===== config.mk =====
export PLATFORM = sky130hd
export DESIGN_NAME = mvn_ram
export DESIGN_NICKNAME = d
export VERILOG_FILES = /design/src/rtl/mvn_ram.sv
export SDC_FILE = /design/constraint.sdc
export NUM_CORES = 1
export LEC_CHECK = 0
export BUFFER_PORTS_ARGS = -buffer_cell sky130_fd_sc_hd__buf_2
export CAP_MARGIN = 20
export CORE_AREA = 2 2 124 126
export CTS_BUF_LIST = sky130_fd_sc_hd__clkbuf_4
export DETAILED_ROUTE_END_ITERATION = 16
export DIE_AREA = 0 0 126 128
export GPL_TIMING_DRIVEN = 0
export PLACE_DENSITY = 0.6
export REMOVE_ABC_BUFFERS = 1
export SETUP_SLACK_MARGIN = 0.02
export SKIP_CTS_REPAIR_TIMING = 1
export SLEW_MARGIN = 20
export SYNTH_ARGS = -nofsm -noshare
export SYNTH_HDL_FRONTEND = slang
export SYNTH_SLANG_ARGS = --single-unit

===== constraint.sdc =====
create_clock -name clk_i -period 4.4 [get_ports clk_i]
set_input_delay 0.44 -clock clk_i [delete_from_list [all_inputs] [get_ports clk_i]]
set_output_delay 0.44 -clock clk_i [all_outputs]
set_load 0.01 [all_outputs]

===== src/rtl/mvn_ram.sv =====
module mvn_ram #(
  parameter int unsigned WIDTH = 8,
  parameter int unsigned DEPTH = 16,
  localparam int unsigned AW = $clog2(DEPTH)
) (
  input  logic             clk_i,
  input  logic             we_i,
  input  logic [AW-1:0]    addr_i,
  input  logic [WIDTH-1:0] wdata_i,
  output logic [WIDTH-1:0] rdata_o
);

  logic [WIDTH-1:0] mem_q [DEPTH];
  logic [WIDTH-1:0] rdata_q;

  always_ff @(posedge clk_i) begin
    if (we_i) begin
      mem_q[addr_i] <= wdata_i;
    end
    rdata_q <= mem_q[addr_i];
  end

  assign rdata_o = rdata_q;

endmodule


---- Word-level counts from Yosys, hierarchy flattened ----
Memory sizes are Yosys's and may differ from the RTL's. A register that Yosys moved wholly into a read port is not among the register bits.
Index checks and enable logic that the tools add are counted.
word-level totals
  latch bits .............................. 0
  bits in read-only memories .............. 0
  memory bits (writable) .................. 128
  bits in registers ....................... 0
  word-level logic and storage cells ...... 3
  memories kept ........................... 1
memories
  memory  words  bits a word  read ports  clocked after memory_dff  write ports  line  text
  mem_q   16     8            1           1                         1            13    logic [WIDTH-1:0] mem_q [DEPTH];
operators by class
  multiply operators ...................... 0
  reduce and logical (&&, ||, !) cells .... 0
  shifts and indexed selects .............. 0
  eq/ne operators ......................... 0
  bitwise operators ....................... 0
  div/mod/pow operators ................... 0
  muxes and demuxes ....................... 2
  add/subtract/negate cells ............... 0
  order comparisons ....................... 0
operators with widths
  cell    count
  $mux 1  2

---- Logic depth before layout (Yosys ltp) ----
  word-level depth ........................ 2
  gate-level depth with buffers ........... 5

---- Least setup slack after synthesis ----
No wires, ideal clock.
  path type ............................... input port to flip-flop
  from .................................... input port addr_i[2]
  to ...................................... memory mem_q[0][0], enable pin
  stages on the path ...................... 2
  setup time .............................. 0.383 ns
  data arrival time ....................... 1.550 ns
  buffers on the path ..................... 0
  data required time ...................... 4.017 ns
  setup slack ............................. 2.467 ns
  cell sequence ........................... or3b_2 nor3_1
RTL lines
  element             line  text
  start: declaration  8     input logic [AW-1:0] addr_i,
  end: declaration    13
No word-level cell before the write port.

---- Worst setup path after layout ----
  from .................................... input port addr_i[1]
  to ...................................... memory mem_q[11][7], enable pin
No word-level cell before the write port.

==> flow_summary.json <==
{
  "status": "finished, final reports clean",
  "path_class": "primary input to flip-flop",
  "irDropWorstVdd_uv": 183.0,
  "cp_top_family": "simple AND/OR/NAND/NOR gates",
  "clk_pin_slew_ns": 0.12,
  "nNetsFinal": 275,
  "cts_tree": "yes",
  "syn2layout_area_growth_pct": 13.80,
  "crit_slowest_cell": "nor2_1",
  "yosysMostFrequentCell": "edfxtp_1",
  "p_switching_uw": 530.1,
  "hpwl_um": 5745,
  "setup_viol": 0,
  "initial_core_util": 0.3409,
  "synthFlopType": "edfxtp_1",
  "switching_share": 0.2005,
  "drt-total-wl_um": 9529,
  "dieArea_um2": 16130,
  "final_cells": 462,
  "cts-root-buf": "clkbuf_4",
  "cts_buffers": 17,
  "synth_async_sr_flop_share": 0,
  "num-fill-cells": 1354,
  "io_buffers": 21,
  "wl_per_cell_um": 20.63,
  "seqPwrFrac": 0.549,
  "diodes": 0,
  "fin_worst_skew_ns": 0.01377,
  "hold_violations": 0,
  "path_max_fanout": 39,
  "grt_pass1_vias": 2422,
  "synth_commonest_cells": "edfxtp_1 (128), mux4_2 (32), a22oi_1 (16)",
  "rsz0062_at_grt": "no",
  "fin_crit_ns": 2.218,
  "total_leakage_power_nw": 1.834,
  "critical_path.cell_chain": "buf_2 -> nand2_1 -> nor2_1",
  "drtIter0Drc": 243,
  "hold_class": "primary input to flip-flop",
  "fin_setup_tns_ns": 0,
  "place_inst": 430,
  "antenna_found_initial": 0,
  "finalPower_mw": 2.645,
  "rows": 45,
  "core_region_area_um2": 14860,
  "grt_max_degree": 40,
  "min-delay-start": "wdata_i[4]",
  "crit_start": "addr_i[1]",
  "arrival_ns": 2.38,
  "fmax_mhz": 450.8,
  "fp.dieW_um": 126,
  "worst_slew_pin_slew_ns": 1.030,
  "vias": 2300,
  "dr.pass1.iters": 4,
  "pin_count": 22,
  "fin_crit_sh": 0.5042,
  "drive_gt1_frac": 0.3285,
  "gp_congestion": 0.7214,
  "timing.final.max_slew_violations": 0,
  "grt-ovfl-total": 0,
  "maxCapViolCount": 0,
  "synth_top_cell_by_area": "edfxtp_1",
  "yosysSeqAreaShare": 0.7901,
  "synth_cells": 230,
  "cp-start-kind": "primary input",
  "pwr-share-comb": 0.050,
  "cts.sinks": 136,
  "critPathBufInv": 1,
  "clock_latency_ns": 0.53,
  "syn_area_per_cell_um2": 22.03,
  "drc": 0,
  "crit-reg2reg-launch": "mem_q[2][6]",
  "pwr-share-clk": 0.401,
  "slew_headroom": 0.3136,
  "synth_edf_count": 128,
  "grt_pass1_wl_um": 14660,
  "max_stage_delay_ns": 0.82,
  "ant_nets": 0,
  "track_usage": 0.1275,
  "viasPerCell": 4.978,
  "cp_data_required_time_ns": 4.56,
  "yosys_warnings": 0,
  "internal-power_mw": 2.114,
  "power_density_nw_per_um2": 458.6,
  "clock_tree.buffer_depth": 2,
  "syn-cell-area_um2": 5067,
  "die_y_um": 128,
  "synth-seq-cells": 136,
  "endpoint_kind": "flip-flop",
  "yosysTopAreaCellShare": 0.7585,
  "netlist_top_cells_area": "edfxtp_1 (76%), mux4_2 (14%), dfxtp_1 (3.2%)",
  "synth.distinct_cells": 18,
  "cts-htree-levels": 4
}
## per-stage QoR
| step | cell area [um2] | utilization | hold WS (ns) | worst slack (ns) |
|---|---|---|---|---|
| after floorplan | 5007 | - | 0.5389 | 2.467 |
| after global placement | 5348 | 0.3598 | 0.6532 | 1.353 |
| after detailed placement | 5385 | 0.3623 | 0.6636 | 1.568 |
| after CTS | 5767 | 0.3880 | 0.2399 | 2.166 |
| after global routing | 5767 | 0.3880 | 0.2184 | 2.049 |
| final | 5767 | 0.3880 | 0.2851 | 2.182 |
## kinds of logic after synthesis
logic type             Yosys count  synth area share
AO/OA/AOI/OAI                   16           0.02370
buffers and inverters           11           0.01185
flip-flops                     136            0.7901
multiplexers                    32            0.1422
AND/OR/NAND/NOR                 35           0.03210
## power by group through the flow
stage	clock (mW)	sequential, mW	combinational, mW
floorplan	0	1.49	0.0596
CTS	1.08	1.45	0.134
detailed placement	0	1.48	0.134
global placement	0	1.48	0.130
global route	1.14	1.46	0.144
finish	1.06	1.45	0.131
## layout make-up
type	count	area, um2	area share
Clock buffer	17	127.6	0.02213
Clock inverter	15	254.0	0.04404
Multi-Input combinational cell	83	1023	0.1775
Sequential cell	136	4004	0.6943
Tap cell	188	235.2	0.04079
Timing Repair Buffer	23	122.6	0.02126
## worst paths after layout
check | to | depth (start not counted) | slack, ns
worst max register to register | rdata_o[6] | 3 | 3.00
worst max-delay path | mem_q[11][7] | 3 | 2.18
worst min-delay path | mem_q[12][4] | 1 | 0.29
worst min register to register | rdata_o[1] | 3 | 0.68
## registers in the layout, indices dropped and copies added, names as in the netlist
signal / flops
mem_q: 128
rdata_o: 8
## metal layers
metal	GRT usage	wire, um	up-vias
met5	0	0	-
met4	0.03878	74	0
met3	0.04382	545	7
met2	0.1945	4657	76
met1	0.1744	4251	1193
li1	-	-	1024
## layout by cell type, fill, tap and decap left out, drive strengths merged
cell type	Yosys	layout
nand2	9	9
a22oi	16	16
dfxtp	8	8
inv	0	1
clkinvlp	0	1
edfxtp	128	128
clkbuf	3	17
and2	1	1
nor2	13	13
mux4	32	32
nand3	1	1
buf	8	23
clkinv	0	6
nor3	4	4
nand2b	2	2
nand3b	2	2
bufinv	0	7
nor2b	2	2
or3b	1	1
(Power assumes the default switching activity.)
