--- config.mk ---
export PLATFORM = sky130hd
export DESIGN_NAME = mvn_norm
export DESIGN_NICKNAME = d
export VERILOG_FILES = /design/src/rtl/mvn_pkg.sv /design/src/rtl/mvn_norm.sv
export SDC_FILE = /design/constraint.sdc
export NUM_CORES = 2
export LEC_CHECK = 0
export ABC_AREA = 1
export BUFFER_PORTS_ARGS = -buffer_cell sky130_fd_sc_hd__buf_2
export CORE_MARGIN = 1
export CORE_UTILIZATION = 55
export DETAILED_ROUTE_END_ITERATION = 16
export PLACE_DENSITY = 0.74
export SLEW_MARGIN = 20
export SYNTH_ARGS = -nofsm -noshare
export SYNTH_HDL_FRONTEND = slang
export SYNTH_SLANG_ARGS = --single-unit
--- constraint.sdc ---
create_clock -name clk_i -period 29.9 [get_ports clk_i]
set_clock_uncertainty 0.2 [all_clocks]
set_input_delay 1.495 -clock clk_i [delete_from_list [all_inputs] [get_ports clk_i]]
set_output_delay 1.495 -clock clk_i [all_outputs]
set_load 0.01 [all_outputs]
--- src/rtl/mvn_pkg.sv ---
package mvn_pkg;

  localparam int unsigned VERTEX_DEPTH_DEF = 1024;

  localparam int COORD_W  = 16;
  localparam int INDEX_W  = 10;
  localparam int DIFF_W   = COORD_W + 1;
  localparam int PROD_W   = 2 * DIFF_W;
  localparam int CROSS_W  = PROD_W + 1;
  localparam int SUM_W    = 48;
  localparam int NORM_W   = 16;
  localparam int MAG_W    = 30;
  localparam int SQ_W     = 2 * MAG_W + 2;
  localparam int ROOT_W   = 32;
  localparam int FRAC_W   = 14;
  localparam int QUO_W    = FRAC_W + 1;
  localparam int DIV_W    = ROOT_W + QUO_W;

  typedef enum logic [1:0] {
    OP_WRITE = 2'd0,
    OP_FACE  = 2'd1,
    OP_READ  = 2'd2
  } op_e;

  typedef struct packed {
    logic [1:0]                operation;
    logic [INDEX_W-1:0]        index;
    logic signed [COORD_W-1:0] coord_x;
    logic signed [COORD_W-1:0] coord_y;
    logic signed [COORD_W-1:0] coord_z;
    logic [INDEX_W-1:0]        corner_a;
    logic [INDEX_W-1:0]        corner_b;
    logic [INDEX_W-1:0]        corner_c;
  } in_t;

  typedef struct packed {
    logic signed [NORM_W-1:0] normal_x;
    logic signed [NORM_W-1:0] normal_y;
    logic signed [NORM_W-1:0] normal_z;
    logic                     no_faces;
  } out_t;

  typedef struct packed {
    logic signed [COORD_W-1:0] x;
    logic signed [COORD_W-1:0] y;
    logic signed [COORD_W-1:0] z;
  } pos_t;

  typedef struct packed {
    logic signed [SUM_W-1:0] x;
    logic signed [SUM_W-1:0] y;
    logic signed [SUM_W-1:0] z;
  } sum_vec_t;

  typedef struct packed {
    logic     used;
    sum_vec_t sum;
  } sum_entry_t;

  typedef struct packed {
    logic signed [NORM_W-1:0] x;
    logic signed [NORM_W-1:0] y;
    logic signed [NORM_W-1:0] z;
  } normal_t;

  typedef struct packed {
    logic busy;
    logic done;
  } norm_status_t;

  typedef enum logic [3:0] {
    S_IDLE,
    S_PRD,
    S_DIFF,
    S_MUL,
    S_ACC_RD,
    S_ACC_WR,
    S_R_RD,
    S_R_LD,
    S_R_WAIT,
    S_R_OUT
  } top_state_e;

  typedef enum logic [2:0] {
    N_IDLE,
    N_SHIFT,
    N_SQ,
    N_SQRT,
    N_DIVINIT,
    N_DIV,
    N_DONE
  } norm_state_e;

endpackage

--- src/rtl/mvn_norm.sv ---
module mvn_norm (
  input  logic                  clk_i,
  input  logic                  rst_ni,
  input  logic                  start_i,
  input  mvn_pkg::sum_vec_t     sum_i,
  output mvn_pkg::norm_status_t status_o,
  output mvn_pkg::normal_t      normal_o
);

  localparam int SUM_W  = mvn_pkg::SUM_W;
  localparam int MAG_W  = mvn_pkg::MAG_W;
  localparam int SQ_W   = mvn_pkg::SQ_W;
  localparam int ROOT_W = mvn_pkg::ROOT_W;
  localparam int FRAC_W = mvn_pkg::FRAC_W;
  localparam int QUO_W  = mvn_pkg::QUO_W;
  localparam int DIV_W  = mvn_pkg::DIV_W;
  localparam int NORM_W = mvn_pkg::NORM_W;

  mvn_pkg::norm_state_e state_q, state_d;

  logic [SUM_W-1:0]  m_q [3];
  logic [SUM_W-1:0]  m_d [3];
  logic              pos_q [3];
  logic              pos_d [3];
  logic [NORM_W-1:0] res_q [3];
  logic [NORM_W-1:0] res_d [3];
  logic [SQ_W-1:0]   acc_q, acc_d;
  logic [SQ_W:0]     root_q, root_d;
  logic [SQ_W:0]     bit_q, bit_d;
  logic [DIV_W-1:0]  rem_q, rem_d;
  logic [DIV_W-1:0]  div_q, div_d;
  logic [QUO_W-1:0]  quo_q, quo_d;
  logic [3:0]        step_q, step_d;
  logic [1:0]        k_q, k_d;

  logic [SUM_W-1:0]   mx;
  logic [2*MAG_W-1:0] sq;
  logic [SQ_W:0]      trial;
  logic               ge;
  logic [NORM_W-1:0]  qext;

  always_comb begin
    mx = m_q[0];
    if (m_q[1] > mx) mx = m_q[1];
    if (m_q[2] > mx) mx = m_q[2];
  end

  assign sq    = m_q[k_q][MAG_W-1:0] * m_q[k_q][MAG_W-1:0];
  assign trial = root_q + bit_q;
  assign ge    = rem_q >= div_q;

  always_comb begin
    state_d = state_q;
    m_d     = m_q;
    pos_d   = pos_q;
    res_d   = res_q;
    acc_d   = acc_q;
    root_d  = root_q;
    bit_d   = bit_q;
    rem_d   = rem_q;
    div_d   = div_q;
    quo_d   = quo_q;
    step_d  = step_q;
    k_d     = k_q;
    qext    = '0;
    unique case (state_q)
      mvn_pkg::N_IDLE: begin
        if (start_i) begin
          m_d[0]  = sum_i.x[SUM_W-1] ? SUM_W'(-sum_i.x) : SUM_W'(sum_i.x);
          m_d[1]  = sum_i.y[SUM_W-1] ? SUM_W'(-sum_i.y) : SUM_W'(sum_i.y);
          m_d[2]  = sum_i.z[SUM_W-1] ? SUM_W'(-sum_i.z) : SUM_W'(sum_i.z);
          pos_d[0] = !sum_i.x[SUM_W-1] && (sum_i.x != '0);
          pos_d[1] = !sum_i.y[SUM_W-1] && (sum_i.y != '0);
          pos_d[2] = !sum_i.z[SUM_W-1] && (sum_i.z != '0);
          state_d = mvn_pkg::N_SHIFT;
        end
      end
      mvn_pkg::N_SHIFT: begin
        if (mx == '0) begin
          for (int i = 0; i < 3; i++) res_d[i] = '0;
          state_d = mvn_pkg::N_DONE;
        end else if (mx[SUM_W-1:MAG_W] != '0) begin
          for (int i = 0; i < 3; i++) m_d[i] = m_q[i] >> 1;
        end else if (mx[SUM_W-1:MAG_W-1] == '0) begin
          for (int i = 0; i < 3; i++) m_d[i] = m_q[i] << 1;
        end else begin
          acc_d   = '0;
          k_d     = '0;
          state_d = mvn_pkg::N_SQ;
        end
      end
      mvn_pkg::N_SQ: begin
        acc_d = acc_q + SQ_W'(sq);
        k_d   = k_q + 2'd1;
        if (k_q == 2'd2) begin
          root_d  = '0;
          bit_d   = (SQ_W+1)'(1) << SQ_W;
          state_d = mvn_pkg::N_SQRT;
        end
      end
      mvn_pkg::N_SQRT: begin
        if ({1'b0, acc_q} >= trial) begin
          acc_d  = acc_q - trial[SQ_W-1:0];
          root_d = (root_q >> 1) + bit_q;
        end else begin
          root_d = root_q >> 1;
        end
        bit_d = bit_q >> 2;
        if (bit_q[0]) begin
          k_d     = '0;
          state_d = mvn_pkg::N_DIVINIT;
        end
      end
      mvn_pkg::N_DIVINIT: begin
        rem_d   = DIV_W'({m_q[k_q][MAG_W-1:0], FRAC_W'(0)})
                + DIV_W'(root_q[ROOT_W-1:1]);
        div_d   = DIV_W'({root_q[ROOT_W-1:0], FRAC_W'(0)});
        quo_d   = '0;
        step_d  = '0;
        state_d = mvn_pkg::N_DIV;
      end
      mvn_pkg::N_DIV: begin
        if (ge) rem_d = rem_q - div_q;
        div_d  = div_q >> 1;
        quo_d  = {quo_q[QUO_W-2:0], ge};
        step_d = step_q + 4'd1;
        if (step_q == 4'(QUO_W - 1)) begin
          qext       = {1'b0, quo_d};
          res_d[k_q] = pos_q[k_q] ? -qext : qext;
          k_d        = k_q + 2'd1;
          state_d    = (k_q == 2'd2) ? mvn_pkg::N_DONE : mvn_pkg::N_DIVINIT;
        end
      end
      mvn_pkg::N_DONE: begin
        state_d = mvn_pkg::N_IDLE;
      end
      default: state_d = mvn_pkg::N_IDLE;
    endcase
  end

  always_ff @(posedge clk_i or negedge rst_ni) begin
    if (!rst_ni) begin
      state_q <= mvn_pkg::N_IDLE;
    end else begin
      state_q <= state_d;
    end
  end

  always_ff @(posedge clk_i) begin
    m_q    <= m_d;
    pos_q  <= pos_d;
    res_q  <= res_d;
    acc_q  <= acc_d;
    root_q <= root_d;
    bit_q  <= bit_d;
    rem_q  <= rem_d;
    div_q  <= div_d;
    quo_q  <= quo_d;
    step_q <= step_d;
    k_q    <= k_d;
  end

  assign status_o.busy = state_q != mvn_pkg::N_IDLE;
  assign status_o.done = state_q == mvn_pkg::N_DONE;
  assign normal_o.x    = res_q[0];
  assign normal_o.y    = res_q[1];
  assign normal_o.z    = res_q[2];

  a_start_idle: assert property (@(posedge clk_i) disable iff (!rst_ni)
    start_i |-> state_q == mvn_pkg::N_IDLE)
    else $error("normalizer started while busy");

  a_sqrt_to_div: assert property (@(posedge clk_i) disable iff (!rst_ni)
    (state_q == mvn_pkg::N_SQRT && bit_q[0]) |=> state_q == mvn_pkg::N_DIVINIT)
    else $error("root iteration did not hand over to divider");

  a_quo_bound: assert property (@(posedge clk_i) disable iff (!rst_ni)
    state_q == mvn_pkg::N_DIV |-> quo_q[QUO_W-1] == 1'b0)
    else $error("quotient overran unit range");

endmodule

After elaboration in Yosys (flattened, before gate mapping)
Index checks and enable logic that the tools add are counted.
{ "word_totals": {"inputBits": 147, "register_bits": 500, "out_inout_bits": 50} }
{ "op_classes": {"reduce_logical": 29, "n_eq_ne": 21, "mux": 53, "n_lt_le_gt_ge": 6, "bitwise_logic": 1, "n_mul": 1, "add_sub_neg": 12} }
{ "op_table": {"columns": ["op", "count"], "rows": [
  ["144-bit 2-to-1 mux", 4],
  ["48-bit 2-to-1 mux", 7],
  ["144-bit case mux with 2 select lines", 1],
  ["63-bit case mux with 2 select lines", 2],
  ["62-bit 2-to-1 mux", 4],
  ["63-bit 2-to-1 mux", 3],
  ["47-bit case mux with 2 select lines", 2],
  ["62-bit case mux with 3 select lines", 1],
  ["48-bit negation", 3],
  ["48-bit nonzero test", 3],
  ["48-bit binary-select mux with 2-bit select", 1],
  ["48-bit greater-than comparator", 2],
  ["48-bit case mux with 2 select lines", 1],
  ["62-bit by 63-bit adder with 63-bit output", 1],
  ["63-bit adder", 1],
  ["62-bit by 63-bit >= comparator with 1-bit output", 1],
  ["62-bit by 60-bit adder with 62-bit output", 1],
  ["62-bit subtractor", 1],
  ["30-bit by 30-bit multiplier with 60-bit output", 1],
  ["30-bit 2-to-1 mux", 2],
  ["48-bit bitwise mux", 1],
  ["48-bit logical NOT", 1],
  ["47-bit >= comparator", 1],
  ["47-bit 2-to-1 mux", 1],
  ["other kinds (38)", 77]
]} }

Longest topological paths before layout
{ "logic_depth": {"depth_word": 9, "ltp_mapped": 43, "ltp_nobuf": 41} }

Worst setup path before layout
No wires, ideal clock.
{ "synth_path": {"path_kind": "register to register", "startpoint": "reg m_q[95] (netlist bit)", "endpoint": "reg m_q[0] (netlist bit), enable pin", "stages_incl_launch_ff": 34, "t_required_ps": 28877, "setup_time_ps": 823, "n_path_buf": 3, "arrival_time_ps": 13520, "path_slack_ps": 15357, "path_cell_list": "edfxtp_1 ha_1 nand2_1 nor3_1 nand2_1 nor2_1 nand2_1 nand3_2 nand2_4 buf_4 buf_2 o21ai_0 inv_1 ha_1 a21oi_1 o21ai_0 nand2_1 nand2_1 nand2_1 nand2_1 nor2_1 nand2_1 nand2_2 inv_2 buf_4 nand2_1 nand2_1 nand2_1 nor2_2 nand3_4 nand2_1 nand2_1 nor2_1 nor3_1"} }
{ "synth_between": {"elab_chain_cells": 7, "elab_cells_between_ends": 10, "classes_between": "order compare: 2; eq/ne: 2; mux: 2; reduce/logical: 4"} }
{ "synth_lines": {"columns": ["item", "line_no", "source"], "rows": [
  ["start: declaration", "mvn_norm.sv:21", "logic [SUM_W-1:0] m_q [3];"],
  ["start signal: assignment", "mvn_norm.sv:150", "m_q <= m_d;"],
  ["48-bit greater-than comparator", "mvn_norm.sv:44", "if (m_q[1] > mx) mx = m_q[1];"],
  ["48-bit 2-to-1 mux (*)", "mvn_norm.sv:44", null],
  ["48-bit greater-than comparator", "mvn_norm.sv:45", "if (m_q[2] > mx) mx = m_q[2];"],
  ["48-bit 2-to-1 mux (*)", "mvn_norm.sv:45", null],
  ["48-bit logical NOT (tied with other cells)", "mvn_norm.sv:79", "if (mx == '0) begin"],
  ["2-bit inequality test (no source line) / 3-bit inequality test (equally long branches)", null, null],
  ["4-bit AND reduction (no source line) (*)", null, null]
]} }
Every way passes the cells marked *; elsewhere a longest branch is shown, timed or not.
A chain may end at the register's enable or synchronous reset.

Worst setup path in the final report
{ "layout_path": {"startpoint": "reg k_q[1]", "endpoint": "reg acc_q[60] (data pin)"} }
{ "layout_between": {"elab_chain_cells": 7} }
{ "layout_lines": {"columns": ["item", "line_no", "source"], "rows": [
  ["start: declaration", "mvn_norm.sv:34", "logic [1:0] k_q, k_d;"],
  ["start signal: assignment", "mvn_norm.sv:160", "k_q <= k_d;"],
  ["2-bit NOT with 3-bit output (implied by the code)", "mvn_norm.sv:48", "assign sq = m_q[k_q][MAG_W-1:0] * m_q[k_q][MAG_W-1:0];"],
  ["48-bit binary-select mux with 2-bit select", "mvn_norm.sv:48", null],
  ["30-bit 2-to-1 mux (implied by the code) (2 in series)", "mvn_norm.sv:48", null],
  ["30-bit by 30-bit multiplier with 60-bit output", "mvn_norm.sv:48", null],
  ["62-bit by 60-bit adder with 62-bit output", "mvn_norm.sv:93", "acc_d = acc_q + SQ_W'(sq);"],
  ["62-bit case mux with 3 select lines", "mvn_norm.sv:66", "unique case (state_q)"],
  ["via acc_d[60]", "mvn_norm.sv:27", "logic [SQ_W-1:0] acc_q, acc_d;"],
  ["end signal: assignment", "mvn_norm.sv:153", "acc_q <= acc_d;"],
  ["end: declaration", "mvn_norm.sv:27", null]
]} }
The timed path passes the listed nets, and every way through them passes these cells. The select of a mux whose other input is x is not followed.

==> flow_summary.yaml <==
status:
  outcome: "complete, no violations"
sta:
  period_share_pct: 34.15
  max_freq_mhz: 97.94
  rsz0062_at_grt: "false"
  tightest_slew_ns: 1.086
  finalSetupTns_ns: 0
  finalHoldViolCount: 0
  fin_crit_ns: 10.21
  fin_ws_ns: 19.69
  finalSetupViolations: 0
  max_slew_margin_pct: 27.62
  maxSlewViolCount: 0
global_route:
  grt_pass1_wl_mm: 350.1
  grt_pass1_vias: 61920
  top_usage_layer: "met2"
  grt_overflow: 0
  grtUsageMet2_pct: 55.56
  grtUsageTotal_pct: 35.39
  grtUsageMet1_pct: 49.82
  gr-usage-met3_pct: 5.786
  grt_start_max_net_pins: 166
  antenna_found_initial: 14
critical_path:
  cp-start-kind: "flip-flop"
  path_max_fanout: 29
  required_ns: 30.09
  cp-end-kind: "flip-flop"
  crit_arrival_ns: 10.40
  cp_slowest_cell: "fa_1"
  rr_endpoint: "acc_q[60]"
  crit_family: "adder cells"
  slowest_delay_ns: 0.60
  worst-r2r-cell-count: 34
  crit_top_cell: "fa_1"
  r2r_slack_ns: 19.69
  criticalPathCategory: "flip-flop to flip-flop"
  crit_buf_inv: 10
  timing.rr.start: "k_q[1]"
yosys:
  synthAdderAreaFrac_pct: 31.69
  synth_top_family_by_area: "adder cells"
  synth_compound_gate_area_share_pct: 14.25
  yosys_warnings: 0
  synthSimpleGateAreaFrac_pct: 18.06
  synthMuxAreaShare_pct: 0.01438
  seq_area_frac_synth_pct: 20.16
  synth_area_per_cell_um2: 7.451
  synth-main-ff-cell: "edfxtp_1"
  yosysUniqueCellTypes: 62
  synth_edf_count: 465
  ys_ff_latch: 468
  synth_xor_area_share_pct: 2.352
  synth-async-reset-ratio_pct: 0.6410
  syn-num-nets: 10800
  syn-instance-count: 9345
  syn-cell-area_um2: 69630
drt:
  wl_per_cell_um: 20.35
  drcViolationCount: 0
  wl_mm: 226.2
  ant_nets: 0
  drt-initial-drc-count: 7282
  via_per_inst: 5.714
  vias: 63520
  dr.pass1.iters: 6
clock_network:
  hold_buffers: 0
  cts_tree: "yes"
  cts_buffer_depth: 3
  cts_sinks: 468
  cts_setup_buffers: 0
  cts.repair.resized: 0
  htree_levels: 2
  root_buffer: "clkbuf_16"
  numCtsBuffers: 58
  clkTransAtPathRegs_ns: 0.07
  clk_latency_ns: 0.71
worst_hold_path:
  hp-class: "input pin to asynchronous set/reset pin"
finish:
  drive_gt1_share_pct: 4.991
  area_growth_pct: 6.527
  nNetsFinal: 10860
  fillers: 11740
  mostFrequentLayoutCells: "inv_1 (2180), nand2_1 (1725), nor2_1 (829)"
  final_common_cell: "inv_1"
floorplan:
  pin_count: 197
  die_h_um: 357.8
  die-area_um2: 128000
  num_rows: 130
  coreArea_um2: 125600
  start_util_pct: 55.45
  die_w_um: 357.8
job:
  maxCapViolCount: 0
placed_design:
  gp_congestion: 1.008
  hpwl_mm: 182.8
  dpl_worst_slack_ns: 19.84
  io_buffers: 196
==> per-layer routing <==
metal | part of all wire, % | vias to the layer above
li1 | - | 29650
met1 | 42 | 30310
met2 | 45 | 3125
met3 | 10 | 427
met4 | 3.6 | 6
met5 | 0.017 | -
==> how the worst max path moves through the flow <==
stage             from        end  cells after the start
2_1_floorplan  m_q[95]     m_q[0]                     33
3_3_place_gp    k_q[1]  acc_q[56]                     33
3_5_place_dp    k_q[1]  acc_q[56]                     33
4_1_cts         k_q[1]  acc_q[56]                     33
5_1_grt         k_q[1]  acc_q[56]                     37
6_report        k_q[1]  acc_q[60]                     34
==> final cells by class <==
class | instances | area (um^2) | share of cell area (%)
sequential | 468 | 14040 | 18.93
inverter | 2198 | 8260 | 11.14
clock inverter | 36 | 430.4 | 0.5803
antenna | 10 | 25.02 | 0.03374
multi-input combinational | 6419 | 46300 | 62.43
clock buffer | 73 | 1548 | 2.087
timing repair buffer | 263 | 1500 | 2.023
tap | 1650 | 2064 | 2.783
==> kinds of logic (layout without fill, tap and decap cells) <==
kind of cell,after synthesis,count (layout)
and+or+nand+nor,3100,3100
DFF,468,468
other,0,10
muxes,1,1
xor gates and xnor gates,187,187
buffers and inverters,2458,2570
adders and majority gates,1306,1306
AOI/OAI and AO/OA,1825,1825
==> worst reg2reg max path: cells and delay by family, from the launching register on <==
family	cells	cell delay (ns)
buffers and inverters	10	2.14
DFF	1	0.32
and+or+nand+nor	11	1.82
AOI/OAI and AO/OA	4	0.75
adders and majority gates	9	4.70
==> stage by stage <==
stage	cells	util [%]	cell area, um^2	hold slack (ns)
6_report	11120	59.07	74170	0.3659
5_1_grt	11120	59.06	74170	0.3456
4_1_cts	11110	59.04	74140	0.3327
3_5_place_dp	11000	57.47	72160	0.3536
3_3_place_gp	11000	57.46	72160	0.3405
2_1_floorplan	9345	-	69630	0.3208
==> registers in the layout (all words and copies together) (netlist names) <==
name      cells
pos_q         3
state_q       3
bit_q        32
step_q        4
k_q           2
m_q         144
quo_q        14
root_q       63
acc_q        62
rem_q        47
div_q        46
normal_o     48
==> Yosys cell counts, drive strengths merged (77+ instances only) <==
library cell  count  share of area [%]
inv            2193                 12
xnor2            94                1.2
fa              762                 22
a31oi            77               0.69
nor3            105               0.77
nand2          1733                9.4
o21ai           826                6.0
ha              544                9.8
clkbuf          166               0.89
edfxtp          465                 20
nor2            837                4.5
buf              94               0.73
xor2             93                1.2
a21oi           714                5.3
nand3           277                2.0
Power is left out: the tool's default activity adds up to more than one toggle a clock period on the data nets, which glitch-free logic cannot reach.
